$ cat src/hdl/ktc_pkg.sv
// shared types and constants for the keyed block transposition cipher
package ktc_pkg;

	localparam int KEY_W = 40;
	localparam logic [7:0] PAD_CHAR = 8'h2A;

	// configuration register indexes
	localparam logic CFG_KEY_LETTERS = 1'b0;
	localparam logic CFG_DECRYPT_MODE = 1'b1;

	typedef struct packed {
		logic [7:0] text_byte;
		logic       end_of_text;
	} in_t;

	typedef struct packed {
		logic [7:0] cipher_byte;
		logic       block_last;
	} out_t;

	typedef enum logic [0:0] {
		ST_COLLECT,
		ST_EMIT
	} state_t;

	typedef struct packed {
		logic load;
		logic advance;
	} ctrl_cmd_t;

	typedef struct packed {
		logic block_done;
		logic emit_last;
	} dp_status_t;

endpackage

$ cat src/hdl/ktc_ctrl.sv
// controller state machine: collects bytes, then emits a permuted block
module ktc_ctrl (
	input  logic                   clk,
	input  logic                   arst_n,
	input  logic                   in_valid,
	output logic                   in_stall,
	output logic                   out_valid,
	input  logic                   out_stall,
	output ktc_pkg::ctrl_cmd_t     cmd,
	input  ktc_pkg::dp_status_t    status
);

	ktc_pkg::state_t state_q, state_nxt;

	always_ff @(posedge clk or negedge arst_n) begin
		if (!arst_n) begin
			state_q <= ktc_pkg::ST_COLLECT;
		end else begin
			state_q <= state_nxt;
		end
	end

	always_comb begin
		state_nxt = state_q;
		unique case (state_q)
			ktc_pkg::ST_COLLECT: begin
				if (in_valid && status.block_done) begin
					state_nxt = ktc_pkg::ST_EMIT;
				end
			end
			ktc_pkg::ST_EMIT: begin
				if (!out_stall && status.emit_last) begin
					state_nxt = ktc_pkg::ST_COLLECT;
				end
			end
			default: state_nxt = ktc_pkg::ST_COLLECT;
		endcase
	end

	always_comb begin
		in_stall    = 1'b1;
		out_valid   = 1'b0;
		cmd.load    = 1'b0;
		cmd.advance = 1'b0;
		unique case (state_q)
			ktc_pkg::ST_COLLECT: begin
				in_stall = 1'b0;
				cmd.load = in_valid;
			end
			ktc_pkg::ST_EMIT: begin
				out_valid   = 1'b1;
				cmd.advance = !out_stall;
			end
			default: begin
				in_stall = 1'b1;
			end
		endcase
	end

endmodule

$ cat src/hdl/ktc_datapath.sv
// datapath: config registers, block buffer, key ranking and output select
module ktc_datapath #(
	parameter int KEY_LEN = 5,
	localparam int IDX_W = $clog2(KEY_LEN),
	localparam int CNT_W = $clog2(KEY_LEN + 1)
) (
	input  logic                        clk,
	input  logic                        arst_n,
	input  ktc_pkg::ctrl_cmd_t          cmd,
	output ktc_pkg::dp_status_t         status,
	input  ktc_pkg::in_t                in_data,
	output ktc_pkg::out_t               out_data,
	input  logic                        cfg_we,
	input  logic                        cfg_index,
	input  logic [ktc_pkg::KEY_W-1:0]   cfg_data
);

	logic [KEY_LEN*8-1:0] key_q;
	logic                 mode_q;
	logic [7:0]           blk_q [KEY_LEN];
	logic [IDX_W-1:0]     fill_q;
	logic [CNT_W-1:0]     used_q;
	logic [IDX_W-1:0]     slot_q;

	logic [7:0]       key_byte [KEY_LEN];
	logic [IDX_W-1:0] rank [KEY_LEN];
	logic [IDX_W-1:0] src_enc;
	logic [IDX_W-1:0] src;

	// configuration writes
	always_ff @(posedge clk or negedge arst_n) begin
		if (!arst_n) begin
			key_q  <= '0;
			mode_q <= 1'b0;
		end else if (cfg_we) begin
			unique case (cfg_index)
				ktc_pkg::CFG_KEY_LETTERS:  key_q  <= cfg_data[KEY_LEN*8-1:0];
				ktc_pkg::CFG_DECRYPT_MODE: mode_q <= cfg_data[0];
				default:                   mode_q <= mode_q;
			endcase
		end
	end

	assign status.block_done = (fill_q == IDX_W'(KEY_LEN - 1)) || in_data.end_of_text;
	assign status.emit_last  = (slot_q == IDX_W'(KEY_LEN - 1));

	// fill and emit counters
	always_ff @(posedge clk or negedge arst_n) begin
		if (!arst_n) begin
			fill_q <= '0;
			used_q <= '0;
			slot_q <= '0;
		end else begin
			if (cmd.load) begin
				if (status.block_done) begin
					fill_q <= '0;
					used_q <= CNT_W'(fill_q) + CNT_W'(1);
				end else begin
					fill_q <= fill_q + IDX_W'(1);
				end
			end
			if (cmd.advance) begin
				slot_q <= status.emit_last ? '0 : slot_q + IDX_W'(1);
			end
		end
	end

	always_ff @(posedge clk) begin
		if (cmd.load) begin
			blk_q[fill_q] <= in_data.text_byte;
		end
	end

	// rank of each key position, ties broken by position
	always_comb begin
		for (int i = 0; i < KEY_LEN; i++) begin
			key_byte[i] = key_q[8*i +: 8];
		end
		for (int p = 0; p < KEY_LEN; p++) begin
			rank[p] = '0;
			for (int q = 0; q < KEY_LEN; q++) begin
				if ((key_byte[q] < key_byte[p]) || ((key_byte[q] == key_byte[p]) && (q < p))) begin
					rank[p] = rank[p] + IDX_W'(1);
				end
			end
		end
	end

	// encrypt reads the position whose rank equals the output slot
	always_comb begin
		src_enc = '0;
		for (int p = 0; p < KEY_LEN; p++) begin
			if (rank[p] == slot_q) begin
				src_enc = IDX_W'(p);
			end
		end
	end

	assign src = mode_q ? rank[slot_q] : src_enc;

	assign out_data.cipher_byte = (CNT_W'(src) < used_q) ? blk_q[src] : ktc_pkg::PAD_CHAR;
	assign out_data.block_last  = status.emit_last;

endmodule

$ cat src/hdl/keyed_block_transposition_cipher_unit.sv
// top level of the keyed block transposition cipher
//
// usage:
// - input channel (in_valid / in_stall / in_data) takes one text byte per
//   transaction; end_of_text marks the last byte of a text
// - bytes collect into a block of KEY_LEN entries; a block closes when it is
//   full or when a byte with end_of_text arrives, padding the rest with '*'
// - a closed block leaves on the output channel (out_valid / out_stall /
//   out_data) as KEY_LEN transactions, block_last set on the final one
// - encrypt: slot r carries the byte at the key position of rank r;
//   decrypt (decrypt_mode = 1) applies the inverse permutation
// - output timing: first byte of a block shows in the cycle after the closing
//   input transaction; one output byte per cycle while out_stall is low
// - the single block buffer is filled and then read out in turn, so no new
//   block is collected while the previous one is being emitted
// - in_stall is high for the whole emit phase; a stalled output byte holds
// - reset clears key, mode and fill count; the block buffer is not cleared
// - configuration is written through cfg_we / cfg_index / cfg_data while idle
module keyed_block_transposition_cipher_unit #(
	parameter int KEY_LEN = 5
) (
	input  logic                        clk,
	input  logic                        arst_n,
	input  logic                        in_valid,
	output logic                        in_stall,
	input  ktc_pkg::in_t                in_data,
	output logic                        out_valid,
	input  logic                        out_stall,
	output ktc_pkg::out_t               out_data,
	input  logic                        cfg_we,
	input  logic                        cfg_index,
	input  logic [ktc_pkg::KEY_W-1:0]   cfg_data
);

	// command and status between controller and datapath
	ktc_pkg::ctrl_cmd_t  cmd;
	ktc_pkg::dp_status_t status;

	// sequencing: collect phase, then emit phase
	ktc_ctrl u_ctrl (
		.clk       (clk),
		.arst_n    (arst_n),
		.in_valid  (in_valid),
		.in_stall  (in_stall),
		.out_valid (out_valid),
		.out_stall (out_stall),
		.cmd       (cmd),
		.status    (status)
	);

	// storage, key ranking and byte selection
	ktc_datapath #(
		.KEY_LEN (KEY_LEN)
	) u_datapath (
		.clk       (clk),
		.arst_n    (arst_n),
		.cmd       (cmd),
		.status    (status),
		.in_data   (in_data),
		.out_data  (out_data),
		.cfg_we    (cfg_we),
		.cfg_index (cfg_index),
		.cfg_data  (cfg_data)
	);

endmodule

$ cat config.mk
export PLATFORM = sky130hd
export DESIGN_NAME = keyed_block_transposition_cipher_unit
export DESIGN_NICKNAME = d
export VERILOG_FILES = /design/src/hdl/ktc_pkg.sv /design/src/hdl/ktc_ctrl.sv /design/src/hdl/ktc_datapath.sv /design/src/hdl/keyed_block_transposition_cipher_unit.sv
export SDC_FILE = /design/constraint.sdc
export NUM_CORES = 1
export LEC_CHECK = 0
export BUFFER_PORTS_ARGS = -buffer_cell sky130_fd_sc_hd__buf_2
export CAP_MARGIN = 40
export CORE_UTILIZATION = 55
export CTS_BUF_LIST = sky130_fd_sc_hd__clkbuf_8
export CTS_CLUSTER_DIAMETER = 120
export DETAILED_ROUTE_END_ITERATION = 8
export PLACE_DENSITY = 0.75
export SLEW_MARGIN = 10
export SYNTH_ARGS = -nofsm -noshare
export SYNTH_HDL_FRONTEND = slang
export SYNTH_SLANG_ARGS = --single-unit
$ cat constraint.sdc
create_clock -name clk -period 8.2 [get_ports clk]
set_input_delay 0.82 -clock clk [delete_from_list [all_inputs] [get_ports clk]]
set_output_delay 0.82 -clock clk [all_outputs]
set_load 0.01 [all_outputs]
# Word-level counts from Yosys, hierarchy flattened

Memories as Yosys holds them, arrays and structs flattened.
Index checks and enable logic that the tools add are counted.

Input bits: 55
Register bits after elaboration: 51
RAM bits: 40
Memories kept: 1
Output and inout port bits: 11
Word-level logic and storage cells: 136

Memories:

| memory           | words | width | rd ports | clocked after Yosys merged registers in | write ports | RTL line           | RTL |
|---|---|---|---|---|---|---|---|
| u_datapath.blk_q | 5     | 8     | 1        | 0                                       | 1           | ktc_datapath.sv:20 | `logic [7:0] blk_q [KEY_LEN];` |

Eq/ne operators: 16
Bitwise logic cells: 3
$add $sub $neg: 22
Order comparisons: 27
Reduce and logical (&&, ||, !) cells: 17
Mux-type cells: 44

Operators with widths:

| operator                                     | number |
|---|---|
| less-than comparator 8 bit                   | 25 |
| equality test 8 bit                          | 10 |
| 2-to-1 mux 3 bit                             | 26 |
| adder 3 x 1 -> 3 bit (second input constant) | 17 |
| 2-to-1 mux 1 bit                             | 13 |
| equality test 3 bit                          | 4 |
| logical OR 1 bit                             | 11 |
| adder 1 x 1 -> 2 bit (second input constant) | 5 |
| binary-select mux 3 bit (select 3 bit)       | 1 |
| 2-to-1 mux 8 bit                             | 1 |
| equality test 3 bit (second input constant)  | 2 |
| AND reduction 2 bit                          | 3 |
| >= comparator 4 bit (second input constant)  | 1 |
| 2-to-1 mux 2 bit                             | 2 |
| NOT 3 -> 4 bit                               | 1 |
| less-than comparator 3 bit                   | 1 |
| logical AND 1 bit                            | 2 |
| NOT 1 bit                                    | 2 |
| case mux 1 bit (2 select lines)              | 1 |
| zero test 1 bit                              | 1 |

# Logic depth before layout (Yosys ltp)

Gate-level depths: netlist (run 1).

Depth in word-level cells: 19
Depth in mapped cells: 26
Depth with buffers taken out: 25

# Hierarchy

A second synthesis (run 1) with hierarchy kept.

Cell total of the unflattened synthesis: 651
Area, all modules: 6,643.9 sq um

By module, submodules not included:

| module       | cells an instance | sequential area each (sq um) | times used | area each (sq um) |
|---|---|---|---|---|
| ktc_datapath | 645               | 2,452.4                      | 1          | 6,575.1 |
| ktc_ctrl     | 6                 | 25.0                         | 1          | 68.8 |

# Least setup slack after synthesis (run 1)

OpenSTA, ideal clock, no wires.

Path type: flip-flop to output port
From: register u_datapath.key_q[5]
To: output port out_data[3] in the netlist's numbering
Arrival: 4,662 ps
Required time: 7,380 ps
Path buffers: 1
Stages on the path, launching flop included: 23
Slack: 2,718 ps
Cell sequence: dfrtp_1 > inv_1 > ha_1 > a21o_1 > a21o_1 > a21oi_1 > o21a_1 > o21ai_0 > ha_1 > or4_4 > nand3_2 > ha_1 > nor3b_1 > xnor2_1 > mux4_2 > nor2_1 > o21bai_1 > buf_4 > inv_1 > ha_1 > a21oi_1 > nand2_1 > a211oi_1

RTL lines:

| element                | RTL line                                    | RTL |
|---|---|---|
| start, declared        | ktc_datapath.sv:18                          | `logic [KEY_LEN*8-1:0] key_q;` |
| start signal, assigned | ktc_datapath.sv:37                          | `ktc_pkg::CFG_KEY_LETTERS: key_q <= cfg_data[KEY_LEN*8-1:0];` |
| end, declared          | keyed_block_transposition_cipher_unit.sv:29 | `output ktc_pkg::out_t out_data,` |

==> reports/qor.yml, run 1 <==
clocking:
  cts-resized-gates: 0
  cts.sinks: 91
  cts_tree: "built"
  clock_latency_ns: 0.39
  postCtsSetupBuffers: 0
  cts_root_buf: "clkbuf_8"
  ctsHoldBuffers: 0
  numCtsBuffers: 9
  htree_num_levels: 3
  clkTransAtPathRegs_ns: 0.10
  cts_buffer_depth: 2
routing:
  drc: 2
  vias: 5357
  firstDrtPassIters: 7
  drt_iter0_drc: 466
  drt-total-wl_mm: 15.8
  drtAntennaViolNets: 0
  avgViaCountPerCell: 6.07
  wl_per_cell_um: 17.9
power:
  vdd_ir_drop_max_mv: 0.238
  powerDensity_nw_per_um2: 340
  p_leak_nw: 3.32
  power_w: 0.00249
yosys:
  avgSynthCellArea_um2: 9.91
  synth_nets: 831
  netlist_area_um2: 6680
  synthArstFlopShare: 0.560
  synth_xor_area_frac: 0.0337
  synth_area_leaders: "dfrtp_1 19%, ha_1 19%, edfxtp_1 18%"
  synth_fa_ha_area_frac: 0.191
  synth-main-ff-cell: "dfrtp_1"
  yosys_warnings: 0
  synth_top_family_by_area: "adder cells"
  syn-instance-count: 674
  synth_compound_area_frac: 0.176
  synth-seq-area-share: 0.371
  ys_ff_latch: 91
  post-synth-top-area-cell: "dfrtp_1"
  synth_top_area_share: 0.191
  synthMuxAreaShare: 0.0489
  synth_edf_count: 40
  synth-simple-area-share: 0.132
  ys_types: 68
outcome:
  run_status: "finished, violations left"
  violations: "DRC"
sta:
  hold_viol_final: 0
  period_share: 0.834
  max_freq_ghz: 0.146
  tightest_slew_ns: 0.836
  rsz0062_at_grt: "no"
  setup_viol: 0
  maxSlewHeadroom: 0.441
  finalCriticalPeriod_ns: 6.84
  slew_viol_final: 0
  setup_tns_ns: 0
  finClkSkew_ns: 0.00812
setup_path:
  critical_path_required_ns: 7.38
  start_kind: "flip-flop"
  path_max_fanout: 11
  cp_cell_sequence: "inv_1 > ha_1 > nor2b_1 > o21ai_0 > nand2b_1 > a21oi_1 > o21a_1 > o21ai_0 > ha_1 > or4_4 > nand3_2 > ha_1 > nor3b_1 > xnor2_1 > mux4_2 > nor2_1 > o21bai_1 > inv_1 > ha_1 > a21oi_1 > nand2_1 > a211oi_2 > buf_2"
  cp_common_cell: "ha_1"
  cpLargestDelayFamily: "compound AO/OA/AOI/OAI gates"
  critPathBufInv: 3
  arrival_ns: 6.02
  cp-end-kind: "primary output"
  slowest_delay_ns: 0.68
  slowest_stage: "o21bai_1"
  path_class: "flip-flop to primary output"
die:
  start_util: 0.575
  ios: 66
  dieArea_um2: 12600
  die_h_um: 112
  fp.dieW_um: 112
  core_area_um2: 11600
  rows: 39
global_route:
  grt-ovfl-total: 0
  grt_antenna_before_repair: 0
  grt_pass1_wl_mm: 26.3
  grt_max_degree: 73
  first_global_vias: 5525
  grt_use_total: 0.268
cells_and_area:
  layout.cells.non_filler: 882
  nets: 891
  area_growth_pct: 9.54
  drive_gt1_frac: 0.156
  n_antenna_cell: 0
  post-route-util: 0.630
placed_design:
  dp_hpwl_mm: 12.4
  io_buffers: 65
  place_inst: 866
  place.gp.congestion: 0.944
worst_hold_path:
  hold_class: "flip-flop to flip-flop"
run:
  cap_violations: 0
## sequential cells by signal, summed over array words and instances, names as in the netlist
signal	flops
u_datapath.blk_q	40
u_datapath.key_q	40
u_datapath.fill_q	3
u_datapath.slot_q	3
u_datapath.used_q	3
u_ctrl.state_q	1
u_datapath.mode_q	1
## cell usage after synthesis, types with 4 or more instances
library cell / n
and3_1: 4
inv_1: 55
nand2b_1: 9
xor2_1: 6
a211oi_2: 4
clkbuf_1: 15
nand2_1: 69
nor2_1: 30
nand3_1: 10
o21ai_0: 54
edfxtp_1: 40
and2_1: 4
o211ai_1: 11
mux2i_1: 18
o31ai_1: 9
ha_1: 102
a21o_1: 15
nor2b_1: 12
a31oi_1: 5
nand4_1: 16
xnor2_1: 10
a21oi_1: 36
o21a_1: 11
dfrtp_1: 51
nor3_1: 5
mux2_2: 11
o2bb2ai_1: 5
## per-layer routing
| metal | up-vias | track usage | wire length (µm) |
|---|---|---|---|
| met1 | 2600 | 0.344 | 7190 |
| li1 | 2584 | - | - |
| met4 | 0 | 0.124 | 474 |
| met2 | 138 | 0.448 | 7430 |
| met3 | 35 | 0.0427 | 680 |
| met5 | - | 0 | 0 |
## tightest hold or removal path, cell delays in order, from the launching register on
cell and delay, ns:
dfrtp_1 0.36, nand2_1 0.05, o21ai_0 0.06
## layout by cell type (no fill, tap or decap), types with 3 or more instances in the layout
cell,n
a2111oi_0,3
a21oi_1,36
dfrtp_1,51
nand3_1,10
o2bb2ai_1,5
o31ai_1,9
nor3_1,5
a211oi_2,4
mux2i_1,18
nand2_1,69
and3_1,4
xor2_1,6
xnor2_1,10
inv_1,55
clkbuf_8,9
and2_1,4
o21a_1,11
a21o_1,15
nand2b_1,9
buf_4,5
o21ai_0,54
mux2_2,11
nor2_1,30
a31oi_1,5
inv_8,3
buf_2,65
nor2b_1,11
ha_1,102
o211ai_1,11
edfxtp_1,40
nor4_1,3
or2_2,3
nand4_1,16
## per-stage QoR
step	hold WS, ns	setup WS (ns)	cell area [µm²]
after floorplan	0.450	2.72	6680
after global placement	0.466	2.07	7120
after detailed placement	0.479	1.86	7120
after CTS	0.502	1.39	7310
after global routing	0.534	0.862	7310
final	0.498	1.36	7310
## cells by family after synthesis
logic type                 count (synthesis)
DFF                                       91
adders and majority gates                102
muxes                                     30
buffers and inverters                     77
xor gates and xnor gates                  20
AOI/OAI and AO/OA                        176
and+or+nand+nor                          178
## path summary, 6_finish.rpt
| path | from | endpoint | slack [ns] | depth (start not counted) |
|---|---|---|---|---|
| setup / recovery | u_datapath.key_q[1] | out_data[7] | 1.36 | 23 |
| hold / removal | u_datapath.used_q[0] | u_datapath.used_q[0] | 0.50 | 2 |
| setup reg to reg | u_ctrl.state_q | u_datapath.blk_q[1][7] | 6.09 | 4 |
| hold reg to reg | u_datapath.used_q[0] | u_datapath.used_q[0] | 0.50 | 2 |
| max in group asynchronous | arst_n | u_datapath.key_q[29] | 7.21 | 2 |
| min in group asynchronous | arst_n | u_datapath.key_q[17] | 0.53 | 2 |
## cell type report
type / count / area, µm²
tap: 143 / 179
clock buffer: 9 / 124
timing repair buffer: 70 / 363
multi-input combinational: 506 / 3890
sequential: 91 / 2480
clock inverter: 7 / 67.6
fill: 966 / 4300
inverter: 56 / 210
## where the power goes
| part | internal (W) | leakage [nW] | switching [W] |
|---|---|---|---|
| logic | 0.000682 | 2.24 | 0.000884 |
| clock network | 0.000118 | 0.0958 | 0.000183 |
| registers | 0.000540 | 0.985 | 0.0000800 |
No activity file was read; power rests on OpenSTA's default activity.
==> run 2, diff against run 1 <==
==> constraint.sdc (replaced) <==
create_clock -name clk -period 6.5 [get_ports clk]
set_input_delay 0.65 -clock clk [delete_from_list [all_inputs] [get_ports clk]]
set_output_delay 0.65 -clock clk [all_outputs]
set_load 0.01 [all_outputs]
==> reports/qor.yml, run 2 (synthesized netlist as in run 1, its figures left out) <==
setup_path:
  arrival_ns: 5.48  # -0.54 ns
  start_kind: "flip-flop"
  cp-end-kind: "primary output"
  path_class: "flip-flop to primary output"
  critical_path_required_ns: 5.85  # -1.53 ns
  path_max_fanout: 11  # unchanged
global_route:
  first_global_vias: 5541  # +0.29%
  grt_use_total: 0.270  # +0.00195
  grt_pass1_wl_mm: 26.4  # +0.42%
  grt-ovfl-total: 0  # unchanged
  grt_antenna_before_repair: 0  # unchanged
  grt_max_degree: 73  # unchanged
sta:
  setup_viol: 0  # unchanged
  maxSlewHeadroom: 0.472  # +0.0316
  finalCriticalPeriod_ns: 6.13
  tightest_slew_ns: 0.788  # -0.0472 ns
  period_share: 0.943
  max_freq_ghz: 0.163
  finClkSkew_ns: 0.0110  # +0.00284 ns
  slew_viol_final: 0  # unchanged
  hold_viol_final: 0  # unchanged
die:
  dieArea_um2: 12600  # unchanged
  start_util: 0.575  # unchanged
  ios: 66  # unchanged
  core_area_um2: 11600  # unchanged
  fp.dieW_um: 112  # unchanged
  die_h_um: 112  # unchanged
  rows: 39  # unchanged
clocking:
  cts.sinks: 91  # unchanged
  ctsHoldBuffers: 0  # unchanged
  numCtsBuffers: 9  # unchanged
  cts_root_buf: "clkbuf_8"
  htree_num_levels: 3  # unchanged
  cts_buffer_depth: 2  # unchanged
  clkTransAtPathRegs_ns: 0.10  # about the same
  clock_latency_ns: 0.40  # about the same
  cts_tree: "built"
routing:
  met1_length_mm: 7.18  # -0.13%
  wl_per_cell_um: 18.0  # +0.65%
  drt_iter0_drc: 419  # -10%
  dr_wl_met2_mm: 7.68  # +3.4%
  drtAntennaViolNets: 0  # unchanged
  drc: 2  # unchanged
  vias: 5378  # +0.39%
  firstDrtPassIters: 6  # -1
  wl_met3_um: 867  # +28%
  dr.max_layer_used: "met4"
  avgViaCountPerCell: 6.05  # -0.40%
  drt-total-wl_mm: 16.0  # +1.5%
cells_and_area:
  area_growth_pct: 10.7
  nets: 898  # +0.79%
  n_antenna_cell: 0  # unchanged
  final_common_cell: "ha_1"
  layout_common_cells: "102 x ha_1, 68 x nand2_1, 65 x buf_2, 55 x inv_1, 54 x o21ai_0"
  drive_gt1_frac: 0.168  # +0.0119
  reg_top3: "u_datapath.blk_q x40, u_datapath.key_q x40"
  nFillCells: 962  # -0.41%
  layout.cells.non_filler: 889  # +0.79%
power:
  powerDensity_nw_per_um2: 444  # +31%
  power_w: 0.00329  # +32%
  vdd_ir_drop_max_mv: 0.269  # +13%
  p_leak_nw: 3.37  # +1.5%
outcome:
  run_status: "finished, violations left"
  violations: "DRC"
placed_design:
  io_buffers: 65  # unchanged
  place.gp.congestion: 0.895  # -5.2%
  dp_hpwl_mm: 12.4  # -0.25%
  place_inst: 868  # +0.23%
run:
  cap_violations: 0  # unchanged
worst_hold_path:
  hold_class: "input port to asynchronous set/reset pin"
[run 2: cell types whose count changed in the layout (fill, tap and decap cells not counted), sizes merged]
cell	delta
inv	+3
clkinvlp	-1
buf	+7
clkinv	-2
[run 2: worst paths after layout]
path / startpoint / endpoint / slack, ns / depth (start not counted)
max: u_datapath.key_q[3] / out_data[7] / 0.37 / 22
min: arst_n / u_datapath.key_q[2] / 0.35 / 2
max reg2reg: u_ctrl.state_q / u_datapath.blk_q[3][1] / 4.42 / 4
min reg2reg: u_datapath.used_q[1] / u_datapath.used_q[1] / 0.52 / 1
max in group asynchronous: arst_n / u_datapath.slot_q[0] / 5.67 / 2
min in group clk: cfg_data[15] / u_datapath.key_q[15] / 0.45 / 3
[run 2: per-stage QoR]
stage	instance area (µm²)	TNS (ns)	hold WS (ns)	setup WS [ns]	util
2_1_floorplan	6680	0	0.354	1.19	-
3_3_place_gp	7140	0	0.470	0.683	0.615
3_5_place_dp	7140	0	0.491	0.484	0.615
4_1_cts	7340	0	0.374	0.0163	0.632
5_1_grt	7390	-0.00391	0.413	-0.00391	0.637
6_report	7390	0	0.355	0.371	0.637
[run 2: worst max-delay path: stages (launching register included)]
cell and delay, ns:
dfrtp_1 0.37, inv_1 0.20, ha_1 0.29, and3_1 0.18, a221o_1 0.39, a21oi_4 0.23
nand2_1 0.13, ha_1 0.36, and2_1 0.16, a211oi_2 0.36, ha_1 0.21, and3_1 0.21
xnor2_1 0.10, mux4_2 0.45, nor2_1 0.11, o21bai_1 0.07, buf_4 0.18, inv_1 0.06
ha_1 0.23, a21oi_1 0.20, nand2_2 0.18, a211oi_2 0.22, buf_2 0.16
[run 2: timing repair]
item                                    4_1_cts  5_1_grt
gates resized for setup                       0        4
setup buffers                                 0        5
endpoints found under the setup margin        0        8
[run 2: area by class of cell]
cell class	count	area, µm²	area share
Clock buffer	9	124	0.0168
Clock inverter	7	78.8	0.0107
Inverter	56	210	0.0284
Multi-Input combinational cell	506	3910	0.529
Sequential cell	91	2480	0.335
Tap cell	143	179	0.0242
Timing Repair Buffer	77	415	0.0562
[run 2: power breakdown]
part	switching [W]	internal, W
logic	0.00115	0.000947
clock network	0.000245	0.000157
registers	0.000104	0.000681
total	0.00150	0.00179
[run 2: layer usage]
| metal | global-route usage | vias to the layer above |
|---|---|---|
| met4 | 0.0898 | 0 |
| li1 | - | 2600 |
| met5 | 0 | - |
| met1 | 0.347 | 2577 |
| met3 | 0.0529 | 22 |
| met2 | 0.459 | 179 |
==> run 3, diff against run 2 <==
--- a/config.mk
+++ b/config.mk
@@ -11,6 +11,7 @@
 export CTS_BUF_LIST = sky130_fd_sc_hd__clkbuf_8
 export CTS_CLUSTER_DIAMETER = 120
 export DETAILED_ROUTE_END_ITERATION = 8
+export GPL_TIMING_DRIVEN = 0
 export PLACE_DENSITY = 0.75
 export SLEW_MARGIN = 10
 export SYNTH_ARGS = -nofsm -noshare
==> constraint.sdc (replaced) <==
create_clock -name clk -period 6.7 [get_ports clk]
set_input_delay 0.67 -clock clk [delete_from_list [all_inputs] [get_ports clk]]
set_output_delay 0.67 -clock clk [all_outputs]
set_load 0.01 [all_outputs]
==> reports/qor.yml, run 3 (synthesized netlist as in run 1, its figures left out) <==
sta:
  hold_viol_final: 0  # unchanged
  setup_tns_ns: 0  # unchanged
  holdWs_ns: 0.184  # -0.170 ns
  setup_ws_ns: 0.306  # -0.0654 ns
  setup_viol: 0  # unchanged
  maxSlewHeadroom: 0.465  # -0.00782
  rsz0062_at_grt: "no"
  finalCriticalPeriod_ns: 6.39
  finClkSkew_ns: 0.00436  # -0.00661 ns
  tightest_slew_ns: 0.800  # +0.0117 ns
  slew_viol_final: 0  # unchanged
  max_freq_ghz: 0.156
  period_share: 0.954
power:
  p_int_w: 0.00175  # -2.2%
  switchingPower_w: 0.00145  # -3.4%
  swShare: 0.454  # -0.00296
  p_leak_nw: 3.37  # +0.22%
  vdd_ir_drop_max_mv: 0.329  # +22%
  p_seq_frac: 0.227  # -0.012
  powerDensity_nw_per_um2: 428  # -3.8%
  p_comb_frac: 0.646  # +0.007
  p_clk_frac: 0.127  # +0.005
routing:
  drt_iter0_drc: 354  # -16%
  drt-total-wl_mm: 16.5  # +3.4%
  drc: 2  # unchanged
  avgViaCountPerCell: 6.02  # -0.51%
  firstDrtPassIters: 7  # +1
  wl_per_cell_um: 18.3  # +1.9%
  drtAntennaViolNets: 0  # unchanged
  vias: 5429  # +0.95%
die:
  core_area_um2: 11600  # unchanged
  ios: 66  # unchanged
  start_util: 0.575  # unchanged
  rows: 39  # unchanged
  die_h_um: 112  # unchanged
  fp.dieW_um: 112  # unchanged
  dieArea_um2: 12600  # unchanged
setup_path:
  start_kind: "flip-flop"
  critical_path_required_ns: 6.03  # +0.18 ns
  r2r-end: "u_datapath.blk_q[1][0]"
  r2r-start: "u_ctrl.state_q"
  regToRegSetupSlack_ns: 4.52  # +0.10 ns
  reg2regPathDepth: 5  # +1
  cp-end-kind: "primary output"
  path_max_fanout: 10  # -1
  arrival_ns: 5.72  # +0.24 ns
  path_class: "flip-flop to primary output"
clocking:
  htree_num_levels: 3  # unchanged
  cts-resized-gates: 0  # unchanged
  cts_tree: "built"
  cts.sinks: 91  # unchanged
  numCtsBuffers: 9  # unchanged
  postCtsSetupBuffers: 0  # unchanged
  cts_root_buf: "clkbuf_8"
  cts_buffer_depth: 2  # unchanged
  clkTransAtPathRegs_ns: 0.10  # about the same
  clock_latency_ns: 0.38  # -0.02 ns
  ctsHoldBuffers: 0  # unchanged
global_route:
  grt_pass1_wl_mm: 26.8  # +1.5%
  grt-ovfl-total: 0  # unchanged
  grt_antenna_before_repair: 0  # unchanged
  first_global_vias: 5528  # -0.23%
  grt_use_total: 0.276  # +0.00575
  grt_max_degree: 38  # -48%
cells_and_area:
  drive_gt1_frac: 0.161  # -0.00682
  fin_area_um2: 7470  # +1.1%
  layout_common_cells: "102 x ha_1, 68 x nand2_1, 66 x buf_2, 55 x inv_1, 52 x o21ai_0"
  nets: 911  # +1.4%
  n_antenna_cell: 0  # unchanged
  reg_top3: "u_datapath.blk_q x40, u_datapath.key_q x40"
  area_growth_pct: 11.9
  final_common_cell: "ha_1"
run:
  cap_violations: 0  # unchanged
outcome:
  run_status: "finished, violations left"
  violations: "DRC"
placed_design:
  dp_hpwl_mm: 13.0  # +5.3%
  post-place-ws_ns: 0.451  # -0.0326 ns
  dpl-instance-area_um2: 7240  # +1.5%
  place.gp.congestion: 0.869  # -2.8%
  io_buffers: 65  # unchanged
worst_hold_path:
  hold_class: "input port to asynchronous set/reset pin"
-- run 3: stage by stage --
step	cells	total power, W	util
3_3_place_gp	882	0.00267	0.618
2_1_floorplan	674	0.00223	-
5_1_grt	902	0.00344	0.643
4_1_cts	902	0.00319	0.643
6_report	902	0.00320	0.643
3_5_place_dp	886	0.00277	0.624
-- run 3: routing by layer --
metal | routed length [µm] | global-route usage | share of wire
met5 | 0 | 0 | 0
met4 | 404 | 0.101 | 0.024
met3 | 893 | 0.0540 | 0.054
met2 | 7950 | 0.470 | 0.48
met1 | 7300 | 0.349 | 0.44
-- run 3: power groups by stage --
stage	combinational, W	sequential, W	clock, W
floorplan	0.00152	0.000714	0
global placement	0.00194	0.000730	0
detailed placement	0.00203	0.000735	0
CTS	0.00205	0.000724	0.000411
global route	0.00228	0.000732	0.000431
finish	0.00206	0.000725	0.000406
-- run 3: worst max-delay path, cell delays in order, from the launching register on --
cell and delay, ns:
dfrtp_1 0.37, inv_1 0.18, ha_1 0.29, nor2b_1 0.13
o21ai_0 0.14, nand2b_1 0.08, a21oi_1 0.23, o21a_1 0.18
o21ai_1 0.14, ha_1 0.38, or4_4 0.55, nand3_2 0.12
ha_1 0.26, or2_2 0.28, a2111o_1 0.37, a31oi_1 0.25
o31ai_1 0.19, a2bb2oi_4 0.39, buf_12 0.21, mux2i_1 0.20
a21oi_1 0.09, a21o_1 0.18, buf_2 0.13
-- run 3: worst max-delay path by stage --
stage                        start          end  slack [ns]
3_5_place_dp   u_datapath.key_q[1]  out_data[3]        0.45
6_report       u_datapath.key_q[1]  out_data[6]        0.31
2_1_floorplan  u_datapath.key_q[5]  out_data[3]        1.37
5_1_grt        u_datapath.key_q[1]  out_data[4]        0.03
3_3_place_gp   u_datapath.key_q[1]  out_data[3]        0.54
4_1_cts        u_datapath.key_q[1]  out_data[3]       0.004
-- run 3: final cells by class --
type | instances | area [µm²]
fillers | 942 | 4140
multi-input cells | 506 | 3910
flip-flops and latches | 91 | 2480
repair buffers | 69 | 368
inverters | 56 | 210
well taps | 143 | 179
clock buffers | 9 | 124
plain buffers | 21 | 104
clock inverters | 7 | 95.1
